File: src/hw/rtl/assert_macros.svh
// ----------------------------------------------------------------------------
// Assertion macros
// Shared concurrent assertion forms for the ping/light note event generator.
// ----------------------------------------------------------------------------
`ifndef ASSERT_MACROS_SVH
`define ASSERT_MACROS_SVH

// Same-cycle implication, off while reset is asserted
`define PLNE_ASSERT_NOW(label, clk, rst_n, ante, cons, msg) \
    label: assert property (@(posedge clk) disable iff (!rst_n) (ante) |-> (cons)) \
        else $error(msg);

// Next-cycle implication, off while reset is asserted
`define PLNE_ASSERT_NEXT(label, clk, rst_n, ante, cons, msg) \
    label: assert property (@(posedge clk) disable iff (!rst_n) (ante) |=> (cons)) \
        else $error(msg);

`endif

File: src/hw/rtl/plne_pkg.sv
// ----------------------------------------------------------------------------
// plne_pkg
// Types, constants and codes for the ping/light note event generator.
// ----------------------------------------------------------------------------
package plne_pkg;

    localparam int MAX_ROUNDS_DEF = 16;

    localparam int DIST_W   = 10;
    localparam int LIGHT_W  = 10;
    localparam int PPR_W    = 5;
    localparam int THR_W    = 11;
    localparam int OCT_W    = 8;
    localparam int LAST_W   = 9;
    localparam int CFG_IDX_W = 3;
    localparam int CFG_DAT_W = 11;

    localparam logic [LAST_W-1:0] NO_OCTAVE  = 9'h1FF;
    localparam logic [LAST_W-1:0] OCTAVE_CAP = 9'd254;

    typedef enum logic [CFG_IDX_W-1:0] {
        REG_PINGS_PER_ROUND = 3'd0,
        REG_MIN_DISTANCE    = 3'd1,
        REG_MAX_DISTANCE    = 3'd2,
        REG_OCTAVE_SPAN     = 3'd3,
        REG_LIGHT_THRESHOLD = 3'd4
    } cfg_idx_t;

    typedef struct packed {
        logic [PPR_W-1:0]  pings_per_round;
        logic [DIST_W-1:0] min_distance;
        logic [DIST_W-1:0] max_distance;
        logic [DIST_W-1:0] octave_span;
        logic [THR_W-1:0]  light_threshold;
    } cfg_t;

    typedef enum logic [2:0] {
        S_IDLE,
        S_AVG,
        S_OCT,
        S_EVAL,
        S_EMIT0,
        S_EMIT1
    } state_t;

endpackage

File: src/hw/rtl/plne_cfg.sv
// ----------------------------------------------------------------------------
// plne_cfg
// Configuration register file with reset values, write-only.
// ----------------------------------------------------------------------------
module plne_cfg
    import plne_pkg::*;
(
    input  logic                 clk,
    input  logic                 rst_n,
    input  logic                 cfg_we,
    input  logic [CFG_IDX_W-1:0] cfg_index,
    input  logic [CFG_DAT_W-1:0] cfg_wdata,
    output cfg_t                 cfg
);

    cfg_t cfg_reg;
    cfg_t cfg_next;

    always_comb
    begin
        cfg_next = cfg_reg;
        if (cfg_we)
        begin
            unique case (cfg_idx_t'(cfg_index))
                REG_PINGS_PER_ROUND: cfg_next.pings_per_round = cfg_wdata[PPR_W-1:0];
                REG_MIN_DISTANCE:    cfg_next.min_distance    = cfg_wdata[DIST_W-1:0];
                REG_MAX_DISTANCE:    cfg_next.max_distance    = cfg_wdata[DIST_W-1:0];
                REG_OCTAVE_SPAN:     cfg_next.octave_span     = cfg_wdata[DIST_W-1:0];
                REG_LIGHT_THRESHOLD: cfg_next.light_threshold = cfg_wdata[THR_W-1:0];
                default:             cfg_next = cfg_reg;
            endcase
        end
    end

    always_ff @(posedge clk or negedge rst_n)
    begin
        if (!rst_n)
        begin
            cfg_reg.pings_per_round <= PPR_W'(5);
            cfg_reg.min_distance    <= DIST_W'(5);
            cfg_reg.max_distance    <= DIST_W'(100);
            cfg_reg.octave_span     <= DIST_W'(19);
            cfg_reg.light_threshold <= THR_W'(1023);
        end
        else
        begin
            cfg_reg <= cfg_next;
        end
    end

    assign cfg = cfg_reg;

endmodule

File: config.mk
export PLATFORM = sky130hd
export DESIGN_NAME = plne_cfg
export DESIGN_NICKNAME = d
export VERILOG_FILES = /design/src/hw/rtl/assert_macros.svh /design/src/hw/rtl/plne_pkg.sv /design/src/hw/rtl/plne_cfg.sv
export SDC_FILE = /design/constraint.sdc
export NUM_CORES = 1
export LEC_CHECK = 0
export ABC_AREA = 0
export BUFFER_PORTS_ARGS = -buffer_cell sky130_fd_sc_hd__buf_4
export CORE_AREA = 2 2 93 77
export DETAILED_ROUTE_END_ITERATION = 10
export DIE_AREA = 0 0 95 79
export PLACE_DENSITY = 0.56
export SLEW_MARGIN = 5
export SYNTH_ARGS = -nofsm -noshare
export SYNTH_HDL_FRONTEND = slang
export SYNTH_SLANG_ARGS = --single-unit
File: constraint.sdc
create_clock -name clk -period 0.9 [get_ports clk]
set_clock_uncertainty 0.05 [all_clocks]
set_input_delay 0.135 -clock clk [delete_from_list [all_inputs] [get_ports clk]]
set_output_delay 0.135 -clock clk [all_outputs]
set_load 0.005 [all_outputs]
==> flow_metrics.py <==
metrics = {
    "outcome": {
        "outcome": "finished with violations",
        "failed_checks": "negative setup slack",
    },
    "setup_path": {
        "cp-start-kind": "register",
        "cp.arrival_ns": 0.95,
        "cp_slowest_stage_delay_ns": 0.56,
        "crit_buf_inv": 1,
        "cp.required_ns": 0.71,
        "crit_type": "reg -> out",
        "worstSetupEndpointType": "output port",
        "path_delay_family": "flip-flops",
        "crit_fanout": 2,
        "crit_slowest_cell": "dfstp_2",
        "crit_chain": "buf_6",
    },
    "route": {
        "vias": 1221,
        "wl_per_cell_um": 15.8,
        "antenna_left": 0,
        "first_pass_iters": 4,
        "drt_iter0_markers": 24,
        "vias_per_cell": 4.18,
        "wl_um": 4610,
        "drc": 0,
    },
    "sta": {
        "max_freq_ghz": 0.881,
        "fin_ws_ns": -0.235,
        "fin_crit_ns": 1.14,
        "rsz0062_at_grt": "true",
        "report.final.slew_viol_count": 0,
        "finalSetupViolCount": 65,
        "worst_pin_slew_ns": 0.284,
        "finalCritPeriodShare_pct": 126,
        "hold_violations": 0,
        "relSlewSlack_pct": 81.0,
    },
    "synthesis": {
        "synth.yosys.seq_area_share_pct": 61.2,
        "yosys_warnings": 0,
        "syn-instance-count": 101,
        "avgSynthCellArea_sq_um": 19.0,
        "ys_types": 10,
        "syn_nets": 118,
        "syn_area_sq_mm": 0.00192,
        "synth-seq-cells": 46,
    },
    "die": {
        "die-area_sq_mm": 0.00751,
        "die_h_um": 79,
        "chipWidth_um": 95,
        "coreArea_sq_mm": 0.00666,
        "rows": 27,
        "initial_core_util_pct": 28.9,
        "ios": 63,
    },
    "global_route": {
        "grtUsageTotal_pct": 13.5,
        "grt_pass1_vias": 1321,
        "grt_max_degree": 20,
        "grt_pass1_wl_um": 7370,
        "grt_antenna_before_repair": 0,
        "overflow": 0,
    },
    "cells_and_area": {
        "final_nets": 221,
        "stdcell_count": 292,
        "area_growth_pct": 66.6,
        "num_antenna_cells": 0,
        "num-fill-cells": 582,
        "drive_gt1_share_pct": 85.9,
        "largest_reg_flops": 46,
    },
    "placement": {
        "hpwl_um": 3340,
        "place_inst": 260,
        "port_buffers": 62,
        "place_congestion": 0.744,
        "dp_slack_ns": -0.404,
    },
    "power_and_ir_drop": {
        "p_int_mw": 5.29,
        "finalPower_mw": 6.97,
        "p_per_area_mw_per_mm2": 2170,
        "pwr-share-clk_pct": 22.2,
        "p_switching_mw": 1.67,
        "netSwitchingFraction_pct": 24.0,
        "combPwrFrac_pct": 33.7,
        "cellLeakagePower_nw": 1.50,
        "seq_power_share_pct": 44.0,
        "peakVddDrop_mv": 0.635,
    },
    "min_path": {
        "worst_hold_path_type": "in -> reg",
    },
    "clocking": {
        "clkSlewWorstSetupHoldPaths_ns": 0.09,
        "cts.sinks": 46,
        "worstSkewPairLatency_ns": 0.30,
        "cts_tree": "yes",
        "cts_made_buffers": 5,
        "clock_path_buffers": 2,
        "cts_root_buf": "clkbuf_8",
        "h-tree-depth": 2,
    },
    "job": {
        "cap_violations": 0,
    },
}
[power by group through the flow]
stage / combinational (mW) / clock, mW / sequential (mW)
2_1_floorplan: 0.640 / 0 / 2.97
3_3_place_gp: 1.61 / 0 / 2.99
3_5_place_dp: 1.64 / 0 / 3.00
4_1_cts: 2.30 / 1.60 / 3.04
6_report: 2.35 / 1.55 / 3.07
5_1_grt: 2.51 / 1.69 / 3.13
[worst reg2reg max path, cell delays in order, from the launching register on]
cell,delay [ns]
dfrtp_1,0.42
buf_6,0.13
mux2_4,0.25
[kinds of logic (layout without fill, tap and decap cells)]
group / Yosys count / in the layout / share of synthesized area, %
flip-flops: 46 / 46 / 61.2
buffers and inverters: 4 / 108 / 2.02
multiplexers: 46 / 46 / 32.8
AND/OR/NAND/NOR: 5 / 5 / 4.03
[synthesized netlist by cell type]
cell      number  area [sq um]
mux2_4        30           450
dfrtp_1       26           651
dfstp_2       20           526
mux2_2        16           180
buf_6          3          33.8
nor4bb_2       2          32.5
and4bb_1       1          12.5
buf_2          1          5.00
nand4b_1       1          8.76
nor4b_4        1          23.8
[through the flow]
step	utilization, %	cell area (sq um)	hold WS, ns	setup TNS [ns]
2_1_floorplan	-	1950	-0.211	-5.34
3_3_place_gp	39.1	2600	-0.0421	-14.84
3_5_place_dp	39.1	2600	-0.0360	-15.21
4_1_cts	47.0	3130	0.00599	-8.76
5_1_grt	48.1	3200	0.0308	-10.68
6_report	48.1	3200	0.0395	-8.41
[path summary, 6_finish.rpt]
path | from | to | slack [ns] | cells past startpoint
max | cfg[41] | cfg[41] | -0.24 | 1
min | cfg_wdata[6] | cfg[37] | 0.04 | 2
max reg2reg | cfg[39] | cfg[39] | -0.06 | 2
min reg2reg | cfg[19] | cfg[19] | 0.49 | 1
max in group asynchronous | rst_n | cfg[4] | 0.16 | 3
min in group asynchronous | rst_n | cfg[20] | 0.18 | 2
[routing by layer]
layer / GRT usage [%] / vias to the layer above / wire length [um]
met5: 0 / - / 0
met4: 6.52 / 0 / 92
met3: 3.23 / 7 / 277
met2: 20.8 / 43 / 2080
met1: 17.9 / 606 / 2160
li1: - / 565 / -
[layout by cell type (no fill, tap or decap)]
cell type      instances
and4bb_2               1
buf_6                 67
dfstp_2               20
mux2_4                36
buf_4                 27
nor4b_4                1
nor4bb_4               2
clkbuf_8               5
clkinv_2               1
inv_6                  1
nand4b_1               1
dlygate4sd3_1          2
bufinv_16              1
dfrtp_1               26
mux2_2                10
buf_12                 4
[final cells by class]
cell class | instances | area, sq um | share of cell area, %
clock buffer | 5 | 68.8 | 2.15
clock inverter | 3 | 43.8 | 1.37
multi-input combinational | 51 | 748 | 23.4
sequential | 46 | 1180 | 36.7
tap | 87 | 109 | 3.40
timing repair buffer | 100 | 1060 | 33.0
[repair_timing]
item | in CTS | in global routing
resized for setup | 67 | 14
setup endpoints to repair | 80 | 76
pin swaps | 3 | 3
endpoints found under the hold margin | 30 | 1
setup buffers | 21 | 2
hold buffers | 1 | 1
(Power assumes the default switching activity.)
