==> src/hw/rtl/assert_macros.svh <==
// ----------------------------------------------------------------------------
// Assertion macros
// Shared concurrent assertion forms for the ping/light note event generator.
// ----------------------------------------------------------------------------
`ifndef ASSERT_MACROS_SVH
`define ASSERT_MACROS_SVH

// Same-cycle implication, off while reset is asserted
`define PLNE_ASSERT_NOW(label, clk, rst_n, ante, cons, msg) \
    label: assert property (@(posedge clk) disable iff (!rst_n) (ante) |-> (cons)) \
        else $error(msg);

// Next-cycle implication, off while reset is asserted
`define PLNE_ASSERT_NEXT(label, clk, rst_n, ante, cons, msg) \
    label: assert property (@(posedge clk) disable iff (!rst_n) (ante) |=> (cons)) \
        else $error(msg);

`endif

==> src/hw/rtl/plne_pkg.sv <==
// ----------------------------------------------------------------------------
// plne_pkg
// Types, constants and codes for the ping/light note event generator.
// ----------------------------------------------------------------------------
package plne_pkg;

    localparam int MAX_ROUNDS_DEF = 16;

    localparam int DIST_W   = 10;
    localparam int LIGHT_W  = 10;
    localparam int PPR_W    = 5;
    localparam int THR_W    = 11;
    localparam int OCT_W    = 8;
    localparam int LAST_W   = 9;
    localparam int CFG_IDX_W = 3;
    localparam int CFG_DAT_W = 11;

    localparam logic [LAST_W-1:0] NO_OCTAVE  = 9'h1FF;
    localparam logic [LAST_W-1:0] OCTAVE_CAP = 9'd254;

    typedef enum logic [CFG_IDX_W-1:0] {
        REG_PINGS_PER_ROUND = 3'd0,
        REG_MIN_DISTANCE    = 3'd1,
        REG_MAX_DISTANCE    = 3'd2,
        REG_OCTAVE_SPAN     = 3'd3,
        REG_LIGHT_THRESHOLD = 3'd4
    } cfg_idx_t;

    typedef struct packed {
        logic [PPR_W-1:0]  pings_per_round;
        logic [DIST_W-1:0] min_distance;
        logic [DIST_W-1:0] max_distance;
        logic [DIST_W-1:0] octave_span;
        logic [THR_W-1:0]  light_threshold;
    } cfg_t;

    typedef enum logic [2:0] {
        S_IDLE,
        S_AVG,
        S_OCT,
        S_EVAL,
        S_EMIT0,
        S_EMIT1
    } state_t;

endpackage

==> src/hw/rtl/plne_div.sv <==
// ----------------------------------------------------------------------------
// plne_div
// Shared restoring divider, one quotient bit per cycle.
// ----------------------------------------------------------------------------
module plne_div
    import plne_pkg::*;
#(
    parameter int W = 14
)
(
    input  logic         clk,
    input  logic         rst_n,
    input  logic         start,
    input  logic [W-1:0] dividend,
    input  logic [W-1:0] divisor,
    output logic         done,
    output logic [W-1:0] quotient
);

    localparam int CNT_W = (W > 1) ? $clog2(W) : 1;

    logic             busy_reg, busy_next;
    logic             done_reg, done_next;
    logic [CNT_W-1:0] cnt_reg, cnt_next;
    logic [W-1:0]     rem_reg, rem_next;
    logic [W-1:0]     quo_reg, quo_next;
    logic [W-1:0]     dsr_reg, dsr_next;
    logic [W:0]       trial;
    logic             fits;

    always_comb
    begin
        trial     = {rem_reg, quo_reg[W-1]};
        fits      = (trial >= {1'b0, dsr_reg});
        busy_next = busy_reg;
        done_next = 1'b0;
        cnt_next  = cnt_reg;
        rem_next  = rem_reg;
        quo_next  = quo_reg;
        dsr_next  = dsr_reg;
        if (start)
        begin
            busy_next = 1'b1;
            cnt_next  = '0;
            rem_next  = '0;
            quo_next  = dividend;
            dsr_next  = divisor;
        end
        else if (busy_reg)
        begin
            rem_next = fits ? W'(trial - {1'b0, dsr_reg}) : trial[W-1:0];
            quo_next = {quo_reg[W-2:0], fits};
            cnt_next = cnt_reg + 1'b1;
            if (cnt_reg == CNT_W'(W - 1))
            begin
                busy_next = 1'b0;
                done_next = 1'b1;
            end
        end
    end

    always_ff @(posedge clk or negedge rst_n)
    begin
        if (!rst_n)
        begin
            busy_reg <= 1'b0;
            done_reg <= 1'b0;
            cnt_reg  <= '0;
        end
        else
        begin
            busy_reg <= busy_next;
            done_reg <= done_next;
            cnt_reg  <= cnt_next;
        end
    end

    always_ff @(posedge clk)
    begin
        rem_reg <= rem_next;
        quo_reg <= quo_next;
        dsr_reg <= dsr_next;
    end

    assign done     = done_reg;
    assign quotient = quo_reg;

endmodule
==> config.mk <==
export PLATFORM = sky130hd
export DESIGN_NAME = plne_div
export DESIGN_NICKNAME = d
export VERILOG_FILES = /design/src/hw/rtl/assert_macros.svh /design/src/hw/rtl/plne_pkg.sv /design/src/hw/rtl/plne_div.sv
export SDC_FILE = /design/constraint.sdc
export NUM_CORES = 1
export LEC_CHECK = 0
export ABC_AREA = 0
export BUFFER_PORTS_ARGS = -buffer_cell sky130_fd_sc_hd__buf_2
export CAP_MARGIN = 20
export CORE_MARGIN = 5
export CORE_UTILIZATION = 40
export DETAILED_ROUTE_END_ITERATION = 16
export GPL_TIMING_DRIVEN = 0
export PLACE_DENSITY = 0.61
export SKIP_LAST_GASP = 1
export SYNTH_ARGS = -nofsm -noshare
export SYNTH_HDL_FRONTEND = slang
export SYNTH_SLANG_ARGS = --single-unit
export TNS_END_PERCENT = 20
==> constraint.sdc <==
create_clock -name clk -period 2.4 [get_ports clk]
set_clock_uncertainty 0.2 [all_clocks]
set_input_delay 0.48 -clock clk [delete_from_list [all_inputs] [get_ports clk]]
set_output_delay 0.48 -clock clk [all_outputs]
set_load 0.02 [all_outputs]
==> key figures <==
Status
  • Outcome: complete, but fails checks
  • Failing checks: negative setup slack

Power
  • Power consumption: 1.79 mW
  • Comb pwr share: 19.9%
  • Clock Power Share: 26.7%
  • Switching share of power: 27.8%
  • Internal Pwr Total: 1.29 mW
  • Switching power: 497 uW
  • Leak pwr: 1.47 nW
  • Power share of the sequential group: 53.5%
  • P per Cell Area: 534 nW/um2
  • Worst IR drop on VDD: 0.442 mV

Synth
  • EDFF count, synth: 28
  • Synth area leader: edfxtp_1
  • Netlist Area Pre-Place: 2740 um2
  • Net Count, Synth: 305
  • Post-synthesis sequential area ratio: 46.5%
  • Synth async-reset ratio: 12.5%
  • Synth top area share: 30.7%
  • YS warnings: 0
  • Synth cell types: 53
  • Cell count after synthesis: 256
  • Primary FF master, synth: edfxtp_1
  • Top cells by area, synth: edfxtp_1, dfxtp_1, ha_1
  • Number of synthesized register bits: 48
  • Syn Area/Cell: 10.7 um2

STA
  • Fin. Hold Viols: 0
  • Slew Viols, Final: 0
  • Final min period: 2500 ps
  • Slew headroom: 55.5%
  • RSZ-0062 raised after global routing: true
  • FMAX: 0.400 GHz
  • Worst slew pin tran: 668 ps
  • Worst setup margin: -101 ps
  • Setup TNS: -455 ps
  • Tcrit/Tclk final: 104%
  • Setup violators final: 11

Layout
  • Most frequent cells in the layout: buf_2, edfxtp_1, nand2_1, nor2_1, inv_1
  • Area Growth Syn to Fin: 22.5%
  • Fill cells: 616
  • Finished layout cell area: 3350 um2
  • Sequential cell area: 1270 um2
  • Nets: 368
  • Ant diodes: 0
  • Multi-input gate area: 1440 um2
  • Most common cell after layout, fill and taps aside: buf_2
  • Post-layout util: 49.9%
  • Layout cells sized above 1: 31.9%

Placement
  • GP Congestion: 0.875
  • Pre-CTS worst setup slack: -301 ps
  • IO buf count: 45
  • Cell Area, Placed: 3070 um2
  • DP Wirelength: 4.61 mm

Global route
  • First-pass GRT wire length: 10.6 mm
  • GRT Total Usage: 15.6%
  • Gr ovfl total: 0
  • Largest net degree at the start of global routing: 17
  • Vias in the first global route: 2167
  • Initial antenna violation count: 0

Detailed routing
  • Antenna Violating Nets Remaining: 0
  • Wirelength per Cell: 16.2 um
  • Vias: 2158
  • DRT iter0 DRCs: 141
  • TritonRoute pass-1 iters: 4
  • Remaining DRCs: 0
  • Final WL: 6.47 mm
  • Via/cell ratio: 5.40

Clock tree
  • H-tree Lvls: 2
  • Clock Tree Root: clkbuf_8
  • Bufs on Longest Clock Path: 2
  • Clk sink count: 48
  • Skew-Pair Late Insertion Delay: 300 ps
  • CTS tree: done
  • Clock transition at path regs: 90 ps
  • Num CTS Buffers: 5

Worst hold path
  • Hold Path Sink: dsr_reg[1]
  • Worst hold start: divisor[1]
  • Hold Crit Class: input port to flip-flop
  • Hold Path Cell Cnt: 1

Setup path
  • Critical setup path kind: flip-flop to flip-flop
  • Req. time, crit path: 2260 ps
  • Max Fanout on Critical Path: 9
  • Reg2reg start: dsr_reg[6]
  • Startpoint types: flip-flop
  • CP Capture Type: flip-flop
  • Reg2Reg Depth: 8
  • Worst R2R Setup Slack: -100 ps
  • Reg2reg end: quotient[0]
  • Worst Path Arrival: 2370 ps

Die
  • Die width: 92.7 um
  • Rows: 30
  • Core box area: 6720 um2
  • Chip Height: 92.7 um
  • Initial core utilization: 40.7%
  • # IOs: 46
  • Die area: 8590 um2

Flow run
  • Max-Cap Viols: 0
power groups by stage:
stage               Combinational (mW)  Clock (mW)  Sequential, mW
finish                           0.355       0.477           0.956
global route                     0.388       0.527           0.963
CTS                              0.340       0.488           0.956
detailed placement               0.304           0           0.973
global placement                 0.299           0           0.972
floorplan                        0.179           0           0.999
critical path: stages (launching register included):
cell and delay, ps:
edfxtp_1 390, inv_2 80, ha_4 210, a21o_1 200, a2111oi_4 420, o31ai_4 150, a21o_1 190, buf_6 150
mux2_2 260
per-layer routing:
layer | up-vias | wire length (um) | global-route usage, %
met1 | 1024 | 2910 | 20.7
li1 | 1060 | - | -
met2 | 64 | 3080 | 24.0
met3 | 10 | 362 | 3.98
met4 | 0 | 113 | 6.72
met5 | - | 0 | 0
kinds of logic after synthesis:
family,after synthesis,share of synthesized area [%]
AO/OA/AOI/OAI,56,16.1
adder cells (fa/ha/maj),18,8.51
XOR/XNOR,12,3.84
buffers and inverters,32,4.67
flip-flops,48,46.5
multiplexers,21,8.33
AND/OR/NAND/NOR,69,12.1
through the flow:
step                instances  hold slack [ps]
floorplan                 256            -15.6
global placement          381              112
detailed placement        381              113
CTS                       396              142
global route              400              131
finish                    400              146
layout make-up:
type | count | share of cell area, %
clock buffer | 6 | 2.17
multi-input combinational | 176 | 43.1
inverter | 21 | 2.35
sequential | 48 | 38.0
clock inverter | 2 | 0.336
timing repair buffer | 56 | 9.26
tap | 80 | 2.99
buffer | 11 | 1.83
worst max-delay path by stage:
stage	startpoint	end	slack [ps]	cells after the start
after floorplan	quotient[13]	rem_reg[12]	-100	10
after global placement	start	quotient[7]	-280	4
after detailed placement	start	quotient[7]	-300	4
after CTS	dsr_reg[0]	rem_reg[12]	-120	9
after global routing	dsr_reg[0]	quotient[0]	-180	8
final	dsr_reg[6]	quotient[0]	-100	8
repair_timing:
item,in CTS,in global routing
endpoints found under the hold margin,6,0
setup endpoints to repair,15,22
gates resized for setup,13,9
setup buffers,6,4
pin swaps,13,12
hold buffers,1,0
synth_stat cells, types with 2 or more instances:
master and n:
clkbuf_1 4, dfxtp_1 14, nor2b_1 2, nand2_1 20
a31oi_1 2, a21o_1 5, ha_1 17, buf_1 3
inv_1 21, a21o_2 2, a21oi_1 11, edfxtp_1 28
a311oi_1 2, nor2_1 20, mux2i_1 7, a32oi_1 2
o31ai_1 5, or3_1 2, nand3_1 5, a21oi_2 3
xor2_1 3, a211oi_1 10, clkbuf_2 2, nand2b_1 3
nor3_1 4, and3_1 4, mux2_2 14, nand4_1 3
xnor2_1 9, dfrtp_1 6
No activity file was read; power rests on OpenSTA's default activity.
